--- src/rtl/bbw_pkg.sv ---
`timescale 1ns / 1ps

package bbw_pkg;

	// block limits and fixed field widths
	localparam int MAX_TAPS         = 31;
	localparam int WEIGHT_FRAC_BITS = 24;
	localparam int OFS_FRAC_BITS    = 16;
	localparam int OFS_W            = 22;
	localparam int TAP_W            = 5;

	// derived sizes
	localparam int N_MAX    = MAX_TAPS + 3;
	localparam int HALF_MAX = N_MAX / 2;
	localparam int ROW_W    = N_MAX;
	localparam int DIV_W    = N_MAX + 1;
	localparam int R_W      = $clog2(N_MAX + 1);
	localparam int IDX_W    = $clog2(HALF_MAX + 1);
	localparam int SAT_W    = (R_W > TAP_W) ? R_W : TAP_W;
	localparam int P_MAX    = ((MAX_TAPS + 1) / 2 - 1) / 2;
	localparam int J_W      = $clog2(P_MAX + 2);
	localparam int Q_W      = ((WEIGHT_FRAC_BITS > OFS_FRAC_BITS) ?
	                           WEIGHT_FRAC_BITS : OFS_FRAC_BITS) + 2;
	localparam int CNT_W    = $clog2(Q_W + 1);

	// iterations of the divider: one integer step, the fraction steps and one rounding step
	localparam int W_STEPS = WEIGHT_FRAC_BITS + 2;
	localparam int O_STEPS = OFS_FRAC_BITS + 2;

	typedef struct packed {
		logic busy;
		logic done;
		logic rem_nz;
	} div_stat_t;

	typedef struct packed {
		logic busy;
		logic done;
	} row_stat_t;

endpackage

--- src/rtl/bbw_div.sv ---
`timescale 1ns / 1ps

// restoring shift-subtract divider, one quotient bit per cycle
// first step compares without shifting (integer bit), num must be below 2*den
module bbw_div
	import bbw_pkg::*;
(
	input  logic             clk,
	input  logic             arst_n,
	input  logic             start,
	input  logic [DIV_W-1:0] num,
	input  logic [DIV_W-1:0] den,
	input  logic [CNT_W-1:0] steps,
	output logic [Q_W-1:0]   quo,
	output div_stat_t        stat
);

	logic             busy_q;
	logic             done_q;
	logic             first_q;
	logic [CNT_W-1:0] cnt_q;
	logic [DIV_W-1:0] rem_q;
	logic [DIV_W-1:0] den_q;
	logic [Q_W-1:0]   quo_q;

	logic [DIV_W:0]   trial;
	logic [DIV_W:0]   diff;
	logic             ge;
	logic [DIV_W-1:0] rem_next;

	always_comb begin
		trial    = first_q ? {1'b0, rem_q} : {rem_q, 1'b0};
		diff     = trial - {1'b0, den_q};
		ge       = trial >= {1'b0, den_q};
		rem_next = ge ? diff[DIV_W-1:0] : trial[DIV_W-1:0];
	end

	always_ff @(posedge clk or negedge arst_n) begin
		if (!arst_n) begin
			busy_q  <= 1'b0;
			done_q  <= 1'b0;
			first_q <= 1'b0;
			cnt_q   <= '0;
		end else begin
			done_q <= !start && busy_q && (cnt_q == CNT_W'(1));
			if (start) begin
				busy_q  <= 1'b1;
				first_q <= 1'b1;
				cnt_q   <= steps;
			end else if (busy_q) begin
				first_q <= 1'b0;
				cnt_q   <= cnt_q - CNT_W'(1);
				if (cnt_q == CNT_W'(1)) begin
					busy_q <= 1'b0;
				end
			end
		end
	end

	always_ff @(posedge clk) begin
		if (start) begin
			rem_q <= num;
			den_q <= den;
			quo_q <= '0;
		end else if (busy_q) begin
			rem_q <= rem_next;
			quo_q <= {quo_q[Q_W-2:0], ge};
		end
	end

	assign quo         = quo_q;
	assign stat.busy   = busy_q;
	assign stat.done   = done_q;
	assign stat.rem_nz = |rem_q;

endmodule

--- src/rtl/bbw_row.sv ---
`timescale 1ns / 1ps

// pascal row builder, lower half only, one add per cycle
module bbw_row
	import bbw_pkg::*;
(
	input  logic             clk,
	input  logic             arst_n,
	input  logic             start,
	input  logic [R_W-1:0]   n,
	input  logic [IDX_W-1:0] rd_idx,
	output logic [ROW_W-1:0] rd_data,
	output row_stat_t        stat
);

	logic [ROW_W-1:0] row_q [0:HALF_MAX];
	logic [ROW_W-1:0] prev_q;
	logic [R_W-1:0]   r_q;
	logic [IDX_W-1:0] k_q;
	logic             busy_q;
	logic             done_q;

	logic [IDX_W-1:0] addr;
	logic [IDX_W-1:0] k_end;
	logic [ROW_W-1:0] cur;
	logic             row_end;

	always_comb begin
		addr    = busy_q ? k_q : rd_idx;
		rd_data = row_q[addr];
		k_end   = (r_q < R_W'(HALF_MAX)) ? IDX_W'(r_q) : IDX_W'(HALF_MAX);
		// entry at the top of the current row was zero in the previous row
		cur     = (R_W'(k_q) == r_q) ? '0 : rd_data;
		row_end = (k_q == k_end);
	end

	always_ff @(posedge clk or negedge arst_n) begin
		if (!arst_n) begin
			busy_q <= 1'b0;
			done_q <= 1'b0;
			r_q    <= '0;
			k_q    <= '0;
		end else begin
			done_q <= !start && busy_q && row_end && (r_q == n);
			if (start) begin
				busy_q <= 1'b1;
				r_q    <= R_W'(1);
				k_q    <= IDX_W'(1);
			end else if (busy_q) begin
				if (row_end) begin
					k_q <= IDX_W'(1);
					if (r_q == n) begin
						busy_q <= 1'b0;
					end else begin
						r_q <= r_q + R_W'(1);
					end
				end else begin
					k_q <= k_q + IDX_W'(1);
				end
			end
		end
	end

	always_ff @(posedge clk) begin
		if (start) begin
			prev_q <= ROW_W'(1);
		end else if (busy_q) begin
			row_q[k_q] <= cur + prev_q;
			prev_q     <= row_end ? ROW_W'(1) : cur;
		end
	end

	assign stat.busy = busy_q;
	assign stat.done = done_q;

endmodule

--- src/rtl/binomial_blur_weight_generator.sv ---
`timescale 1ns / 1ps

// binomial blur weight generator, linear-sampling form
//
// input channel: tap_count with in_valid / in_stall. an item is taken when
// in_valid is high and in_stall low; in_stall stays high until the last
// result of the table has been loaded into the output register.
// output channel: tap_weight (Q0.24, saturated), tap_offset (Q6.16) and last,
// with out_valid / out_stall. one to p+1 results per item, last marks the end.
// the pascal row is built first; then the center result takes one row read
// and a weight division, and each pair takes two row reads, a weight
// division and an offset division. a new item is taken only once the
// last result of the table has been loaded into the output register.
// a zero tap count gives a single all-zero result with last set.
// out_stall holds the result in the output register; the sequencer waits
// for it to drain before loading the next one.
// reset clears the sequencer and the output valid; no table is pending.
module binomial_blur_weight_generator
	import bbw_pkg::*;
(
	input  logic                        clk,
	input  logic                        arst_n,
	input  logic                        in_valid,
	output logic                        in_stall,
	input  logic [TAP_W-1:0]            tap_count,
	output logic                        out_valid,
	input  logic                        out_stall,
	output logic [WEIGHT_FRAC_BITS-1:0] tap_weight,
	output logic [OFS_W-1:0]            tap_offset,
	output logic                        last
);

	typedef enum logic [2:0] {
		ST_IDLE,
		ST_ROW,
		ST_RD1,
		ST_RD2,
		ST_WDIV,
		ST_ODIV,
		ST_EMIT
	} state_t;

	localparam int FL_W = OFS_W + 1;

	state_t                      state_q;
	logic                        row_start_q;
	logic                        div_start_q;
	logic                        out_valid_q;
	logic [R_W-1:0]              n_q;
	logic [IDX_W-1:0]            h_q;
	logic [J_W-1:0]              p_q;
	logic [J_W-1:0]              j_q;

	// payload registers
	logic [DIV_W-1:0]            den_q;
	logic [ROW_W-1:0]            c1_q;
	logic [ROW_W-1:0]            c2_q;
	logic [WEIGHT_FRAC_BITS-1:0] w_q;
	logic [OFS_W-1:0]            o_q;
	logic [WEIGHT_FRAC_BITS-1:0] tap_weight_q;
	logic [OFS_W-1:0]            tap_offset_q;
	logic                        last_q;

	// input decode
	logic [SAT_W-1:0]            s_ext;
	logic [SAT_W-1:0]            s_sat;
	logic [R_W-1:0]              n_next;
	logic [SAT_W-1:0]            m_next;
	logic                        s_zero;

	logic                        accept;
	logic                        out_free;

	// unit hookup
	logic [IDX_W-1:0]            rd_idx;
	logic [ROW_W-1:0]            rd_data;
	row_stat_t                   row_stat;
	logic [DIV_W-1:0]            csum;
	logic [DIV_W-1:0]            div_num;
	logic [DIV_W-1:0]            div_den;
	logic [CNT_W-1:0]            div_steps;
	logic [Q_W-1:0]              div_quo;
	div_stat_t                   div_stat;

	// result shaping
	logic [Q_W:0]                wq_p1;
	logic [WEIGHT_FRAC_BITS:0]   w_round;
	logic [WEIGHT_FRAC_BITS-1:0] w_sat;
	logic [FL_W-1:0]             fl;
	logic [FL_W-1:0]             fl_p1;

	always_comb begin
		s_ext  = SAT_W'(tap_count);
		s_sat  = (s_ext > SAT_W'(MAX_TAPS)) ? SAT_W'(MAX_TAPS) : s_ext;
		s_zero = (s_ext == '0);
		n_next = R_W'(s_sat + SAT_W'(3));
		m_next = (s_sat + SAT_W'(1)) >> 1;
		accept = in_valid && (state_q == ST_IDLE);
		out_free = !out_valid_q || !out_stall;
	end

	// row addresses of the two binomials of pair j (j = 0 reads the center)
	always_comb begin
		if (state_q == ST_RD1) begin
			rd_idx = h_q - (IDX_W'(j_q) << 1) + IDX_W'(1);
		end else begin
			rd_idx = h_q - (IDX_W'(j_q) << 1);
		end
	end

	// divider operands: weight pass over den, offset pass over the pair sum
	always_comb begin
		csum = DIV_W'(c1_q) + DIV_W'(c2_q);
		if (state_q == ST_ODIV) begin
			div_num   = DIV_W'(c1_q);
			div_den   = csum;
			div_steps = CNT_W'(O_STEPS);
		end else begin
			div_num   = csum;
			div_den   = den_q;
			div_steps = CNT_W'(W_STEPS);
		end
	end

	// round half up, saturate at all ones; offset = 2j - c1/(c1+c2)
	always_comb begin
		wq_p1   = {1'b0, div_quo} + (Q_W + 1)'(1);
		w_round = wq_p1[WEIGHT_FRAC_BITS+1:1];
		w_sat   = w_round[WEIGHT_FRAC_BITS] ? '1 : w_round[WEIGHT_FRAC_BITS-1:0];
		fl      = (FL_W'(j_q) << (OFS_FRAC_BITS + 2)) - FL_W'(div_quo)
		        - FL_W'(div_stat.rem_nz);
		fl_p1   = fl + FL_W'(1);
	end

	bbw_row u_row (
		.clk     (clk),
		.arst_n  (arst_n),
		.start   (row_start_q),
		.n       (n_q),
		.rd_idx  (rd_idx),
		.rd_data (rd_data),
		.stat    (row_stat)
	);

	bbw_div u_div (
		.clk    (clk),
		.arst_n (arst_n),
		.start  (div_start_q),
		.num    (div_num),
		.den    (div_den),
		.steps  (div_steps),
		.quo    (div_quo),
		.stat   (div_stat)
	);

	// sequencer and output valid
	always_ff @(posedge clk or negedge arst_n) begin
		if (!arst_n) begin
			state_q     <= ST_IDLE;
			row_start_q <= 1'b0;
			div_start_q <= 1'b0;
			out_valid_q <= 1'b0;
			n_q         <= '0;
			h_q         <= '0;
			p_q         <= '0;
			j_q         <= '0;
		end else begin
			// one-cycle start pulses for the row builder and the divider
			row_start_q <= accept && !s_zero;
			div_start_q <= (state_q == ST_RD2) ||
			               (state_q == ST_WDIV && div_stat.done && j_q != '0);
			// valid is set on a load and held while the receiver stalls
			out_valid_q <= (state_q == ST_EMIT && out_free) ||
			               (out_valid_q && out_stall);
			unique case (state_q)
				ST_IDLE: begin
					if (accept) begin
						j_q <= '0;
						if (s_zero) begin
							p_q     <= '0;
							state_q <= ST_EMIT;
						end else begin
							n_q     <= n_next;
							h_q     <= IDX_W'(n_next >> 1);
							p_q     <= J_W'((m_next - SAT_W'(1)) >> 1);
							state_q <= ST_ROW;
						end
					end
				end
				ST_ROW: begin
					if (row_stat.done) begin
						state_q <= ST_RD2;
					end
				end
				ST_RD1: begin
					state_q <= ST_RD2;
				end
				ST_RD2: begin
					state_q <= ST_WDIV;
				end
				ST_WDIV: begin
					if (div_stat.done) begin
						if (j_q == '0) begin
							state_q <= ST_EMIT;
						end else begin
							state_q <= ST_ODIV;
						end
					end
				end
				ST_ODIV: begin
					if (div_stat.done) begin
						state_q <= ST_EMIT;
					end
				end
				ST_EMIT: begin
					if (out_free) begin
						if (j_q == p_q) begin
							state_q <= ST_IDLE;
						end else begin
							j_q     <= j_q + J_W'(1);
							state_q <= ST_RD1;
						end
					end
				end
				default: begin
					state_q <= ST_IDLE;
				end
			endcase
		end
	end

	// working values and output payload
	always_ff @(posedge clk) begin
		if (accept) begin
			den_q <= (DIV_W'(1) << n_next) - (DIV_W'(n_next) << 1) - DIV_W'(2);
			w_q   <= '0;
			o_q   <= '0;
		end
		if (state_q == ST_RD1) begin
			c1_q <= rd_data;
		end
		if (state_q == ST_RD2) begin
			c2_q <= rd_data;
			if (j_q == '0) begin
				c1_q <= '0;
			end
		end
		if (state_q == ST_WDIV && div_stat.done) begin
			w_q <= w_sat;
			o_q <= '0;
		end
		if (state_q == ST_ODIV && div_stat.done) begin
			o_q <= fl_p1[FL_W-1:1];
		end
		if (state_q == ST_EMIT && out_free) begin
			tap_weight_q <= w_q;
			tap_offset_q <= o_q;
			last_q       <= (j_q == p_q);
		end
	end

	assign in_stall   = (state_q != ST_IDLE);
	assign out_valid  = out_valid_q;
	assign tap_weight = tap_weight_q;
	assign tap_offset = tap_offset_q;
	assign last       = last_q;

	// a taken item closes the input until its table is out
	a_stall_after_accept: assert property (@(posedge clk) disable iff (!arst_n)
		(in_valid && !in_stall) |=> in_stall)
		else $error("input not closed after an item was taken");

	// row builder and divider never run at the same time
	a_units_exclusive: assert property (@(posedge clk) disable iff (!arst_n)
		!(row_stat.busy && div_stat.busy))
		else $error("row builder and divider busy together");

	// divider results only arrive while the sequencer waits for them
	a_div_done_state: assert property (@(posedge clk) disable iff (!arst_n)
		div_stat.done |-> (state_q == ST_WDIV || state_q == ST_ODIV))
		else $error("divider finished outside a division state");

	// row completion only while the sequencer waits for the row
	a_row_done_state: assert property (@(posedge clk) disable iff (!arst_n)
		row_stat.done |-> (state_q == ST_ROW))
		else $error("row builder finished outside the row state");

endmodule
--- config.mk ---
export PLATFORM = sky130hd
export DESIGN_NAME = binomial_blur_weight_generator
export DESIGN_NICKNAME = d
export VERILOG_FILES = /design/src/rtl/bbw_pkg.sv /design/src/rtl/bbw_div.sv /design/src/rtl/bbw_row.sv /design/src/rtl/binomial_blur_weight_generator.sv
export SDC_FILE = /design/constraint.sdc
export NUM_CORES = 2
export LEC_CHECK = 0
export BUFFER_PORTS_ARGS = -buffer_cell sky130_fd_sc_hd__buf_2
export CAP_MARGIN = 25
export CORE_MARGIN = 2
export CORE_UTILIZATION = 68
export CTS_CLUSTER_SIZE = 16
export DETAILED_ROUTE_END_ITERATION = 16
export HOLD_SLACK_MARGIN = 0.12
export PLACE_DENSITY = 0.95
export SLEW_MARGIN = 20
export SYNTH_ARGS = -nofsm -noshare
export SYNTH_HDL_FRONTEND = slang
export SYNTH_SLANG_ARGS = --single-unit
--- constraint.sdc ---
create_clock -name clk -period 9.5 [get_ports clk]
set_input_delay 0.95 -clock clk [delete_from_list [all_inputs] [get_ports clk]]
set_output_delay 0.95 -clock clk [all_outputs]
set_load 0.01 [all_outputs]
# After elaboration in Yosys (flattened, before gate mapping)
# Memory sizes are Yosys's and may differ from the RTL's.
# Cells that the tools add are included.
[totals] reg_bits=372 latch_bits=0 ramBits=612 rom_bits=0 in_bits=9 output_inout_bits=49 mem_count=1
[memory_table] memory="u_row.row_q" words=18 width=34 rd=1 rd_clocked_by_memory_dff=0 write_ports=1 line="bbw_row.sv:16" source="logic [ROW_W-1:0] row_q [0:HALF_MAX];"
[classes] addsub=18 mul=0 div_mod_pow=0 order_cmp=2 eq_ne=18 shift=1 n_mux=56 bitwise_logic=1 n_reduce_logical=37
[ops] operator="2-to-1 mux 35 bit" count=5
[ops] operator="2-to-1 mux 34 bit" count=5
[ops] operator="2-to-1 mux 24 bit" count=3
[ops] operator="2-to-1 mux 22 bit" count=3
[ops] operator="2-to-1 mux 5 bit" count=8
[ops] operator="greater-or-equal comparator 36 x 35 -> 1 bit" count=1
[ops] operator="2-to-1 mux 36 bit" count=1
[ops] operator="adder 34 x 34 -> 35 bit" count=1
[ops] operator="OR reduction 35 bit" count=1
[ops] operator="left shift 1 x 6 -> 35 bit, first input constant" count=1
[ops] operator="subtractor 35 x 2 -> 35 bit, second input constant" count=1
[ops] operator="subtractor 35 bit" count=1
[ops] operator="subtractor 35 x 7 -> 35 bit" count=1
[ops] operator="adder 34 bit" count=1
[ops] operator="adder 26 x 1 -> 26 bit, second input constant" count=1
[ops] operator="2-to-1 mux 6 bit" count=4
[ops] operator="adder 23 x 1 -> 23 bit, second input constant" count=1
[ops] operator="subtractor 22 x 23 -> 23 bit" count=1
[ops] operator="subtractor 23 x 1 -> 23 bit" count=1
[ops] operator="case mux 3 bit (7 select lines)" count=1
[ops] operator="2-to-1 mux 4 bit" count=5
[ops] operator="2-to-1 mux 3 bit" count=6
[ops] operator="logical AND 1 bit" count=12
[ops] operator="2-to-1 mux 1 bit" count=12
[ops] operator="33 further kinds" count=56

# Depth between registers and ports, before layout
# An unclocked memory read counts as a cell.
[depth] ltp_word=8 depth_mapped=28 ltp_nobuf=26

# Hierarchy
# From an unflattened synthesis, not the netlist that was laid out.
[unflattened] cells_unflattened=3762 hier_area_um2=47648.2
[modules_own_cells] mod="bbw_row" instances=1 cells_each=1637 area_each_um2=27550.2
[modules_own_cells] mod="binomial_blur_weight_generator" instances=1 cells_each=1418 area_each_um2=13279.0
[modules_own_cells] mod="bbw_div" instances=1 cells_each=707 area_each_um2=6819.0

# Worst setup path after synthesis
# OpenSTA, ideal clock, no wires.
[synth_path] path_type="reg-to-reg" start="register j_q[0]" end="memory u_row.row_q[0][32] (netlist bit), data pin" setup_time_ns=0.299 arrival_time_ns=5.774 required_ns=9.201 path_slack_ns=3.427 path_stages_with_launch=27 n_path_buf=3 synth_period_minus_slack_ns=6.073 path_cell_list="dfrtp_1 ha_1 inv_1 ha_1 nor4b_1 a211oi_4 a21o_4 buf_6 clkbuf_1 and2_1 a211oi_1 a31oi_1 a211oi_1 a21oi_1 a21oi_1 nor2_1 ha_1 clkbuf_1 a21o_1 o311ai_0 a21oi_1 a21oi_1 o2bb2ai_1 o221ai_1 o211ai_1 a21o_1 xor2_1"
[synth_via] elab_chain_len=7
[synth_lines] element="start, declared" line="binomial_blur_weight_generator.sv:52" source="logic [J_W-1:0] j_q;"
[synth_lines] element="start signal, assigned" line="binomial_blur_weight_generator.sv:220" source="j_q <= j_q + J_W'(1);"
[synth_lines] element="subtractor 5 bit *" line="binomial_blur_weight_generator.sv:105, binomial_blur_weight_generator.sv:107"
[synth_lines] element="adder 5 x 1 -> 5 bit" line="binomial_blur_weight_generator.sv:105" source="rd_idx = h_q - (IDX_W'(j_q) << 1) + IDX_W'(1);"
[synth_lines] element="2-to-1 mux 5 bit *" line="binomial_blur_weight_generator.sv:104" source="if (state_q == ST_RD1) begin"
[synth_lines] element="2-to-1 mux 5 bit *" line="bbw_row.sv:29" source="addr = busy_q ? k_q : rd_idx;"
[synth_lines] element="memory read (18 x 34 bit) *"
[synth_lines] element="2-to-1 mux 34 bit *" line="bbw_row.sv:33" source="cur = (R_W'(k_q) == r_q) ? '0 : rd_data;"
[synth_lines] element="adder 34 bit *" line="bbw_row.sv:68" source="row_q[k_q] <= cur + prev_q;"
[synth_lines] element="end, declared" line="bbw_row.sv:16"
# Mark *: on every way between the ends. The rest lies on a longest branch, timed or not.

# Worst setup path in the final report
[layout_path] start="register j_q[0]" end="memory u_row.row_q[17][30] (netlist bit), data pin"
# Same word-level chain as after synthesis.

==> impl_metrics.env <==
export IMPL_initial_utilization=0.688
export IMPL_synthDistinctLibCells=88
export IMPL_fp_dieW_um=268
export IMPL_gp_congestion=0.957
export IMPL_r2r_start="j_q[0]"
export IMPL_finalClockSkew_ps=93.4
export IMPL_yosys_warnings=0
export IMPL_multiInputGateArea_sq_um=17800
export IMPL_dr_pass1_iters=16
export IMPL_cts_sinks=979
export IMPL_grt_pass1_wl_um=197000
export IMPL_postCtsSetupRepairBufs=0
export IMPL_cts_buffers=96
export IMPL_drive_gt1_frac=0.0957
export IMPL_ys_seq_area_frac=0.596
export IMPL_grt_max_degree=194
export IMPL_port_buffers=57
export IMPL_htree_levels=3
export IMPL_drv_cap=0
export IMPL_dp_hpwl_um=69800
export IMPL_tightest_slew_ps=1130
export IMPL_startpoint="j_q[0]"
export IMPL_hp_class="primary input to async pin"
export IMPL_cts_root_buffer="clkbuf_16"
export IMPL_syn_area_per_cell_sq_um=11.5
export IMPL_area_growth_pct=9.99
export IMPL_utilization=0.757
export IMPL_path_clk_slew_ps=60
export IMPL_viasPerCell=7.04
export IMPL_setup_viol=0
export IMPL_violations="design-rule violations"
export IMPL_crit_fanout=90
export IMPL_clockBufferDepth=3
export IMPL_antenna_left=0
export IMPL_syn_nets=4310
export IMPL_post_drt_wl_per_cell_um=25.7
export IMPL_async_flop_share=0.0419
export IMPL_synth_edff_count=844
export IMPL_synth_ff_type="edfxtp_1"
export IMPL_endpoint_kind="register"
export IMPL_cts_tree="built"
export IMPL_synth_area_top_cells="edfxtp_1 53%, ha_1 4.5%, nand2_1 4.4%, dfxtp_1 4.0%, a211oi_1 3.2%"
export IMPL_synth_seq_cells=979
export IMPL_tns_ps=0
export IMPL_fin_crit_sh=0.919
export IMPL_fillers=3599
export IMPL_regArea_sq_um=28300
export IMPL_layout_commonest_cell="edfxtp_1"
export IMPL_synthesis_area_sq_um=47400
export IMPL_layout_cells_non_filler=5124
export IMPL_required_ps=9830
export IMPL_overflow=0
export IMPL_holdBufCountCts=0
export IMPL_yosysTopAreaCellShare=0.535
export IMPL_status="finished with violations"
export IMPL_ioPinCount=58
export IMPL_rsz0062_at_grt="false"
export IMPL_wirelength_um=131000
export IMPL_syn_inst=4125
export IMPL_first_global_vias=35300
export IMPL_grt_usage=0.357
export IMPL_holdWs_ps=139
export IMPL_max_freq_ghz=0.114
export IMPL_rows=96
export IMPL_final_cell_mix="844 x edfxtp_1, 559 x nand2_1, 240 x a21oi_1"
export IMPL_dr_total_vias=36100
export IMPL_crit_type="register to register"
export IMPL_layout_nets=4294
export IMPL_drc=1
export IMPL_start_kind="register"
export IMPL_cts_resized=0
export IMPL_fp_dieH_um=268
export IMPL_die_area_sq_um=71800
export IMPL_relSlewSlack=0.249
export IMPL_arrival_ps=9060
export IMPL_drt_iter0_markers=5828
export IMPL_dp_cells=4937
export IMPL_clk_latency_ps=730
export IMPL_antenna_found_initial=2
export IMPL_synth_top_area_cell="edfxtp_1"
export IMPL_slew_violations=0
export IMPL_final_hold_viol_count=0
export IMPL_core_area_sq_um=68800
export IMPL_fin_crit_ps=8740
[worst paths after layout]
check | to | slack [ps] | cells past startpoint
worst max-delay path | u_row.row_q[17][30] | 760 | 24
worst min-delay path | u_div.cnt_q[4] | 140 | 1
worst max register to register | u_row.row_q[17][30] | 760 | 24
worst min register to register | tap_weight[18] | 410 | 0
max in group asynchronous | div_start_q | 8830 | 2
min in group clk | tap_weight[18] | 410 | 0
[metal layers]
metal  global-route usage  share of wire  wire, um
met1                0.437           0.33     43200
met2                0.590           0.48     62500
met3               0.0763           0.13     16800
met4                0.209          0.068      8880
met5                    0       0.000091        12
[logic make-up (layout without fill, tap and decap cells)]
kind of cell / after synthesis / count (layout) / share of synthesized area
AO/OA/AOI/OAI: 1068 / 1068 / 0.147
XOR/XNOR: 172 / 172 / 0.0321
adder cells (fa/ha/maj): 176 / 176 / 0.0471
buffers and inverters: 398 / 465 / 0.0339
flip-flops: 979 / 979 / 0.596
multiplexers: 123 / 123 / 0.0274
other: 0 / 1 / 0
AND/OR/NAND/NOR: 1209 / 1209 / 0.116
[worst max-delay path, cell delays in order (launching register included)]
cell and delay, ps:
dfrtp_1 440, ha_1 390, inv_1 80, ha_1 270
nor4b_1 610, a211oi_4 230, a21oi_4 220, buf_4 740
a211oi_1 230, a311oi_1 420, a21oi_1 130, a21oi_1 260
a21oi_2 140, or2_2 360, fa_1 490, nor2b_1 230
o21a_1 190, o21ai_0 110, a21oi_1 510, a21oi_1 310
o2bb2ai_1 490, o221ai_1 390, o21bai_1 260, a21oi_1 130
xnor2_2 670
[area by class of cell]
cell class                 instances  share of cell area
clock buffer                     128              0.0496
tap                              931              0.0224
timing repair buffer             121              0.0160
sequential                       979               0.542
antenna                            1           0.0000480
clock inverter                    53              0.0154
multi-input combinational       2748               0.343
inverter                         163              0.0117
[metrics by stage]
stage                     setup slack, ps  instance area [sq um]
after CTS                             995                  51900
final                                 765                  52100
after floorplan                      3430                  47400
after global placement               1970                  48500
after global routing                  493                  52100
after detailed placement             1360                  48600
[synthesized netlist by cell type, drive strengths merged, types with 15 or more instances]
| cell type | count |
|---|---|
| edfxtp | 844 |
| nand2 | 560 |
| a21oi | 254 |
| nor2 | 249 |
| o21ai | 225 |
| a211oi | 207 |
| ha | 172 |
| clkbuf | 167 |
| inv | 163 |
| and2 | 141 |
| xnor2 | 103 |
| dfxtp | 94 |
| a31oi | 91 |
| a311oi | 71 |
| mux2i | 70 |
| buf | 68 |
| xor2 | 68 |
| a21o | 64 |
| mux2 | 53 |
| nor2b | 47 |
| nand3 | 44 |
| dfrtp | 41 |
| nor3 | 33 |
| nand2b | 28 |
| o21a | 27 |
| and3 | 21 |
| o211ai | 19 |
| nand4 | 18 |
| o21bai | 17 |
| or2 | 15 |
[flip-flops by register name, indices dropped and copies added (netlist names), 22 cells and up]
signal / cells
u_row.row_q: 612
c1_q: 34
o_q: 22
u_div.den_q: 35
u_row.prev_q: 34
u_div.rem_q: 35
u_div.quo: 26
w_q: 24
tap_weight: 24
c2_q: 34
tap_offset: 22
den_q: 35
Power is left out: the tool's default activity adds up to more than one toggle a clock period on the data nets, which glitch-free logic cannot reach.
